[config.mk]
export PLATFORM = sky130hd
export DESIGN_NAME = integer_field_formatter
export DESIGN_NICKNAME = d
export VERILOG_FILES = /design/src/design/iff_pkg.sv /design/src/design/integer_field_formatter.sv
export SDC_FILE = /design/constraint.sdc
export NUM_CORES = 1
export LEC_CHECK = 0
export BUFFER_PORTS_ARGS = -buffer_cell sky130_fd_sc_hd__buf_4
export CAP_MARGIN = 10
export CELL_PAD_IN_SITES_DETAIL_PLACEMENT = 2
export CELL_PAD_IN_SITES_GLOBAL_PLACEMENT = 2
export CORE_AREA = 2 2 116 175
export CTS_BUF_LIST = sky130_fd_sc_hd__clkbuf_16
export DETAILED_ROUTE_END_ITERATION = 16
export DIE_AREA = 0 0 118 177
export GPL_ROUTABILITY_DRIVEN = 0
export PLACE_DENSITY_LB_ADDON = 0.05
export SLEW_MARGIN = 15
export SYNTH_ARGS = -nofsm -noshare
export SYNTH_HDL_FRONTEND = slang
export SYNTH_SLANG_ARGS = --single-unit
[constraint.sdc]
create_clock -name clk -period 7.46 [get_ports clk]
set_input_delay 1.119 -clock clk [delete_from_list [all_inputs] [get_ports clk]]
set_output_delay 1.119 -clock clk [all_outputs]
set_load 0.005 [all_outputs]
[src/design/iff_pkg.sv]
// iff_pkg: conversion codes, character constants and digit helpers for the
// integer field formatter and its checker
// no dependencies
`default_nettype none

package iff_pkg;

    localparam int unsigned MAX_WIDTH_DEF = 63;

    // digit slots of the text shift register, top digit first
    localparam int unsigned DIGIT_SLOTS = 11;
    localparam int unsigned DEC_DIGITS  = 10;
    localparam int unsigned HEX_DIGITS  = 8;
    localparam int unsigned OCT_DIGITS  = 11;
    localparam int unsigned CONV_STEPS  = 32;

    typedef enum logic [1:0] {
        FUNC_CHAR = 2'd0,
        FUNC_DEC  = 2'd1,
        FUNC_HEX  = 2'd2,
        FUNC_OCT  = 2'd3
    } func_t;

    localparam logic [7:0] CHAR_ZERO  = 8'h30;
    localparam logic [7:0] CHAR_SPACE = 8'h20;
    localparam logic [7:0] CHAR_MINUS = 8'h2d;
    // 'A' - 10
    localparam logic [7:0] CHAR_ALPHA = 8'h37;

    function automatic logic [7:0] digit_ascii(input logic [3:0] d);
        logic [7:0] r;
        if (d < 4'd10)
        begin
            r = CHAR_ZERO + {4'd0, d};
        end
        else
        begin
            r = CHAR_ALPHA + {4'd0, d};
        end
        return r;
    endfunction

endpackage

`default_nettype wire

[src/design/integer_field_formatter.sv]
// integer_field_formatter: one printf-style conversion per request, characters out one per cycle
// sequence: the request is registered, decimal first runs double dabble over all 32 input bits,
// then leading zero digits are dropped one per cycle, then left pad, sign, digits and right pad
// are shown; the block stays busy for the whole field, conversion and zero dropping included;
// the next request is taken in the cycle that shows the last character; receiver cannot stall
// reset: asynchronous, returns to idle with no character pending; depends on iff_pkg
`default_nettype none

module integer_field_formatter
    import iff_pkg::*;
#(
    parameter int unsigned MAX_WIDTH = MAX_WIDTH_DEF
)
(
    input  wire logic        clk,
    input  wire logic        rst_n,
    input  wire logic        start,
    output logic             busy,
    input  wire logic [1:0]  func,
    input  wire logic [31:0] value,
    input  wire logic [5:0]  width,
    input  wire logic        left_adjust,
    input  wire logic        zero_pad,
    output logic [7:0]       out_char,
    output logic             last,
    output logic             strobe
);

    localparam int unsigned DIG_BITS = 4 * DIGIT_SLOTS;
    localparam int unsigned BCD_BITS = 4 * DEC_DIGITS;

    typedef enum logic [2:0] {
        S_IDLE,
        S_CONV,
        S_SKIP,
        S_PADL,
        S_SIGN,
        S_DIGITS,
        S_PADR
    } state_t;

    state_t                state_reg, state_next;
    logic [DIG_BITS-1:0]   dig_reg, dig_next;
    logic [31:0]           bin_reg, bin_next;
    logic [5:0]            cnt_reg, cnt_next;
    logic [3:0]            ndig_reg, ndig_next;
    logic [5:0]            w_reg, w_next;
    logic [7:0]            char_reg, char_next;
    logic                  is_char_reg, is_char_next;
    logic                  neg_reg, neg_next;
    logic                  left_reg, left_next;
    logic                  zpad_reg, zpad_next;
    logic [7:0]            out_char_reg, out_char_next;
    logic                  last_reg, last_next;
    logic                  strobe_reg, strobe_next;

    logic [DIG_BITS-1:0]   oct_load;
    logic [BCD_BITS-1:0]   bcd_adj;
    logic [4:0]            text_len;
    logic [5:0]            extra;
    logic [5:0]            w_sat;
    logic [7:0]            pad_char;
    logic [3:0]            top_digit;

    // octal: 33-bit view, top digit takes two bits, each digit in a 4-bit slot
    always_comb
    begin
        oct_load = '0;
        oct_load[DIG_BITS-1 -: 4] = {2'b00, value[31:30]};
        for (int i = 1; i < OCT_DIGITS; i++)
        begin
            oct_load[DIG_BITS-4-4*i +: 4] = {1'b0, value[30-3*i +: 3]};
        end
    end

    // double dabble: add 3 to every bcd digit of 5 or more before the shift
    always_comb
    begin
        for (int i = 0; i < DEC_DIGITS; i++)
        begin
            if (dig_reg[DIG_BITS-BCD_BITS+4*i +: 4] >= 4'd5)
            begin
                bcd_adj[4*i +: 4] = dig_reg[DIG_BITS-BCD_BITS+4*i +: 4] + 4'd3;
            end
            else
            begin
                bcd_adj[4*i +: 4] = dig_reg[DIG_BITS-BCD_BITS+4*i +: 4];
            end
        end
    end

    assign w_sat     = (width > 6'(MAX_WIDTH)) ? 6'(MAX_WIDTH) : width;
    assign top_digit = dig_reg[DIG_BITS-1 -: 4];
    assign text_len  = {1'b0, ndig_reg} + {4'd0, neg_reg};
    assign extra     = (w_reg > {1'b0, text_len}) ? (w_reg - {1'b0, text_len}) : 6'd0;
    assign pad_char  = zpad_reg ? CHAR_ZERO : CHAR_SPACE;

    always_comb
    begin
        state_next    = state_reg;
        dig_next      = dig_reg;
        bin_next      = bin_reg;
        cnt_next      = cnt_reg;
        ndig_next     = ndig_reg;
        w_next        = w_reg;
        char_next     = char_reg;
        is_char_next  = is_char_reg;
        neg_next      = neg_reg;
        left_next     = left_reg;
        zpad_next     = zpad_reg;
        out_char_next = out_char_reg;
        last_next     = 1'b0;
        strobe_next   = 1'b0;

        case (state_reg)
            S_IDLE:
            begin
                if (start)
                begin
                    w_next       = w_sat;
                    left_next    = left_adjust;
                    zpad_next    = zero_pad;
                    char_next    = value[7:0];
                    is_char_next = 1'b0;
                    neg_next     = 1'b0;
                    case (func_t'(func))
                        FUNC_CHAR:
                        begin
                            is_char_next = 1'b1;
                            ndig_next    = 4'd1;
                            state_next   = S_SKIP;
                        end
                        FUNC_DEC:
                        begin
                            neg_next   = value[31];
                            bin_next   = value[31] ? (32'd0 - value) : value;
                            dig_next   = '0;
                            cnt_next   = 6'(CONV_STEPS - 1);
                            ndig_next  = 4'(DEC_DIGITS);
                            state_next = S_CONV;
                        end
                        FUNC_HEX:
                        begin
                            dig_next   = {value, {(DIG_BITS-32){1'b0}}};
                            ndig_next  = 4'(HEX_DIGITS);
                            state_next = S_SKIP;
                        end
                        FUNC_OCT:
                        begin
                            dig_next   = oct_load;
                            ndig_next  = 4'(OCT_DIGITS);
                            state_next = S_SKIP;
                        end
                        default:
                        begin
                            state_next = S_IDLE;
                        end
                    endcase
                end
            end
            S_CONV:
            begin
                dig_next[DIG_BITS-1 -: BCD_BITS] = {bcd_adj[BCD_BITS-2:0], bin_reg[31]};
                bin_next = {bin_reg[30:0], 1'b0};
                cnt_next = cnt_reg - 6'd1;
                if (cnt_reg == 6'd0)
                begin
                    state_next = S_SKIP;
                end
            end
            S_SKIP:
            begin
                // drop leading zeros, keeping at least one digit
                if (!is_char_reg && top_digit == 4'd0 && ndig_reg != 4'd1)
                begin
                    dig_next  = {dig_reg[DIG_BITS-5:0], 4'd0};
                    ndig_next = ndig_reg - 4'd1;
                end
                else
                begin
                    cnt_next = extra;
                    if (!left_reg && extra != 6'd0)
                    begin
                        state_next = S_PADL;
                    end
                    else if (neg_reg)
                    begin
                        state_next = S_SIGN;
                    end
                    else
                    begin
                        state_next = S_DIGITS;
                    end
                end
            end
            S_PADL:
            begin
                out_char_next = pad_char;
                strobe_next   = 1'b1;
                cnt_next      = cnt_reg - 6'd1;
                if (cnt_reg == 6'd1)
                begin
                    state_next = neg_reg ? S_SIGN : S_DIGITS;
                end
            end
            S_SIGN:
            begin
                out_char_next = CHAR_MINUS;
                strobe_next   = 1'b1;
                state_next    = S_DIGITS;
            end
            S_DIGITS:
            begin
                out_char_next = is_char_reg ? char_reg : digit_ascii(top_digit);
                strobe_next   = 1'b1;
                dig_next      = {dig_reg[DIG_BITS-5:0], 4'd0};
                ndig_next     = ndig_reg - 4'd1;
                if (ndig_reg == 4'd1)
                begin
                    // cnt still holds the pad count when left-justified
                    if (left_reg && cnt_reg != 6'd0)
                    begin
                        state_next = S_PADR;
                    end
                    else
                    begin
                        last_next  = 1'b1;
                        state_next = S_IDLE;
                    end
                end
            end
            S_PADR:
            begin
                out_char_next = pad_char;
                strobe_next   = 1'b1;
                cnt_next      = cnt_reg - 6'd1;
                if (cnt_reg == 6'd1)
                begin
                    last_next  = 1'b1;
                    state_next = S_IDLE;
                end
            end
            default:
            begin
                state_next = S_IDLE;
            end
        endcase
    end

    always_ff @(posedge clk or negedge rst_n)
    begin
        if (!rst_n)
        begin
            state_reg    <= S_IDLE;
            dig_reg      <= '0;
            bin_reg      <= '0;
            cnt_reg      <= '0;
            ndig_reg     <= '0;
            w_reg        <= '0;
            char_reg     <= '0;
            is_char_reg  <= 1'b0;
            neg_reg      <= 1'b0;
            left_reg     <= 1'b0;
            zpad_reg     <= 1'b0;
            out_char_reg <= '0;
            last_reg     <= 1'b0;
            strobe_reg   <= 1'b0;
        end
        else
        begin
            state_reg    <= state_next;
            dig_reg      <= dig_next;
            bin_reg      <= bin_next;
            cnt_reg      <= cnt_next;
            ndig_reg     <= ndig_next;
            w_reg        <= w_next;
            char_reg     <= char_next;
            is_char_reg  <= is_char_next;
            neg_reg      <= neg_next;
            left_reg     <= left_next;
            zpad_reg     <= zpad_next;
            out_char_reg <= out_char_next;
            last_reg     <= last_next;
            strobe_reg   <= strobe_next;
        end
    end

    assign busy     = (state_reg != S_IDLE);
    assign out_char = out_char_reg;
    assign last     = last_reg;
    assign strobe   = strobe_reg;

endmodule

`default_nettype wire

==> flow_summary.toml <==
[finish]
area.sequential_um2 = 2900
antennaDiodeCount = 0
final_nets = 1019
area_growth_pct = 16.4
fillCellCount = 2178
fin_area_um2 = 9090
largest_reg_flops = 43
drive_gt1_share_pct = 14.5
multi_input_area_um2 = 4550
most-common-layout-cells = "dfrtp_1, nand2_1, o21ai_0"
final_common_cell = "dfrtp_1"

[placed_design]
placed_area_um2 = 8450
io_buffers = 55
post-dp-hpwl_um = 20200

[floorplan]
die_w_um = 118
num_rows = 63
die-area_um2 = 20900
io_pins = 56
coreArea_um2 = 19500
die_h_um = 177
start_util_pct = 40.1

[grt]
grt_overflow_total = 0
grt_pass1_wl_um = 47400
grt_pass1_vias = 8395
antenna_found_initial = 0
grt_max_degree = 80
grt_use_total_pct = 29.3

[clock_tree]
htreeDepth = 4
clk_latency_ns = 0.43
postCtsSetupBuffers = 0
cts_resized = 0
cts_hold_buf = 0
cts.path.max_buffers = 2
cts-root-buf = "clkbuf_16"
cts.sink_count = 116
cts_made_buffers = 17
cts_tree = "built"
clkSlewWorstSetupHoldPaths_ns = 0.06

[synth]
ys.flop_type = "dfrtp_1"
ys_ff_latch = 116
syn_area_um2 = 7810
async_flop_share_pct = 100
synthDistinctLibCells = 68
syn-num-nets = 988
ys_seq_area_share_pct = 37.1
synthCells = 904
synth-edff-count = 0
syn_avg_cell_area_um2 = 8.64
yosysWarnings = 0

[sta]
period_share_pct = 45.2
worst_slew_pin_slew_ns = 0.970
rsz0062_at_grt = "no"
finalCriticalPeriod_ns = 3.37
fmax_ghz = 0.296
fin_tns_setup_ns = 0
hold_viol = 0
fin_skew_ns = 0.0103
maxSlewHeadroom_pct = 35.4
finalSetupViolCount = 0
slew_viol_final = 0

[outcome]
outcome = "finished clean"

[power]
pwr-share-seq_pct = 28.7
power.share.clock_pct = 20.5
irDropWorstVdd_uv = 172
switching_power_w = 0.00210
switching_share_pct = 45.9
leakage_nw = 3.80
intPower_w = 0.00247
pwr-share-comb_pct = 50.9
power.density_nw_per_um2 = 503

[route]
wl_um = 29600
drtPass1Iterations = 5
antenna_left = 0
post_drt_wl_per_cell_um = 24.5
vias = 7490
routed_via_density = 6.20
drc_errors = 0
first_iter_violations = 527

[setup_path]
critPathKind = "flop to flop"
r2r-end = "state_reg[0]$_DFFE_PN0P_"
crit_fanout = 6
start_kind = "flop"
reg2reg_depth = 10
cp.required_ns = 7.77
r2r_start = "ndig_reg[0]$_DFFE_PN0P_"
endpoint_kind = "flop"
cp.arrival_ns = 3.68
rrSetupSlack_ns = 4.09

[worst_hold_path]
hold_depth = 2
hold_path_end = "bin_reg[3]$_DFFE_PN0P_"
hp-start = "bin_reg[3]$_DFFE_PN0P_"
hold_class = "flop to flop"

[run]
max-cap-violations = 0
==> logic make-up (layout without fill, tap and decap cells) <==
group / after synthesis / count (layout) / synth area share (%)
fa+ha+maj: 39 / 39 / 6.34
compound gates: 310 / 310 / 26.5
simple gates: 270 / 270 / 16.4
mux: 19 / 19 / 2.67
flops: 116 / 116 / 37.1
buf+inv: 97 / 141 / 4.95
xor+xnor: 53 / 53 / 5.94
==> Yosys cell counts, types with 14 or more instances <==
cell	count	area (um2)
inv_1	38	143
nand2_1	95	357
o21ai_0	82	410
mux2_2	15	169
nand2b_1	14	87.6
clkbuf_1	47	176
a21oi_1	66	330
a222oi_1	22	220
nor3_1	14	70.1
a22oi_1	28	210
xor2_1	30	263
dfrtp_1	116	2900
xnor2_1	23	201
ha_1	38	475
nor2_1	78	293
a31oi_1	29	181
==> per-stage QoR <==
stage / hold slack, ns / total power [W] / util [%] / setup slack (ns) / cells
2_1_floorplan: 0.443 / 0.00282 / - / 4.47 / 904
3_3_place_gp: 0.458 / 0.00343 / 43.4 / 4.08 / 1176
3_5_place_dp: 0.479 / 0.00360 / 43.4 / 3.94 / 1176
4_1_cts: 0.498 / 0.00459 / 46.7 / 4.17 / 1208
5_1_grt: 0.521 / 0.00492 / 46.7 / 4.07 / 1208
6_report: 0.490 / 0.00457 / 46.7 / 4.09 / 1208
==> critical path, cell delays in order, from the launching register on <==
cell,delay [ns]
dfrtp_1,0.45
ha_1,0.26
ha_1,0.22
xnor2_1,0.19
ha_1,0.32
nor2b_1,0.17
o21ai_0,0.23
xnor2_1,0.20
nor4_1,0.76
o31ai_1,0.15
mux2_2,0.29
==> area by class of cell <==
cell class | count | share of cell area, %
inverters | 39 | 1.61
well taps | 260 | 3.58
clock buffers | 17 | 4.68
multi-input cells | 691 | 50.0
clock inverters | 15 | 2.42
repair buffers | 70 | 5.78
flip-flops and latches | 116 | 31.9
==> routing by layer <==
layer | part of all wire, % | global-route usage [%] | vias up
met1 | 38 | 31.1 | 3857
met3 | 3.2 | 4.19 | 75
met2 | 55 | 56.3 | 181
met4 | 4.3 | 14.1 | 0
met5 | 0 | 0 | -
li1 | - | - | 3377
==> power groups by stage <==
| stage | Clock [W] | Sequential [W] | Combinational [W] |
|---|---|---|---|
| 2_1_floorplan | 0 | 0.00117 | 0.00165 |
| 3_3_place_gp | 0 | 0.00128 | 0.00214 |
| 3_5_place_dp | 0 | 0.00131 | 0.00229 |
| 4_1_cts | 0.000947 | 0.00131 | 0.00234 |
| 5_1_grt | 0.000974 | 0.00136 | 0.00259 |
| 6_report | 0.000935 | 0.00131 | 0.00233 |
==> worst max path at each step <==
stage                                        from                  endpoint  depth (start not counted)
after detailed placement                 value[8]   bin_reg[16]$_DFFE_PN0P_                          6
after global placement                   value[8]   bin_reg[20]$_DFFE_PN0P_                          6
after CTS                 ndig_reg[0]$_DFFE_PN0P_  state_reg[0]$_DFFE_PN0P_                         10
after global routing      ndig_reg[0]$_DFFE_PN0P_  state_reg[0]$_DFFE_PN0P_                         10
after floorplan                          value[2]   bin_reg[25]$_DFFE_PN0P_                          7
final                     ndig_reg[0]$_DFFE_PN0P_  state_reg[0]$_DFFE_PN0P_                         10
Note: power is estimated with default switching activity, not from simulation.
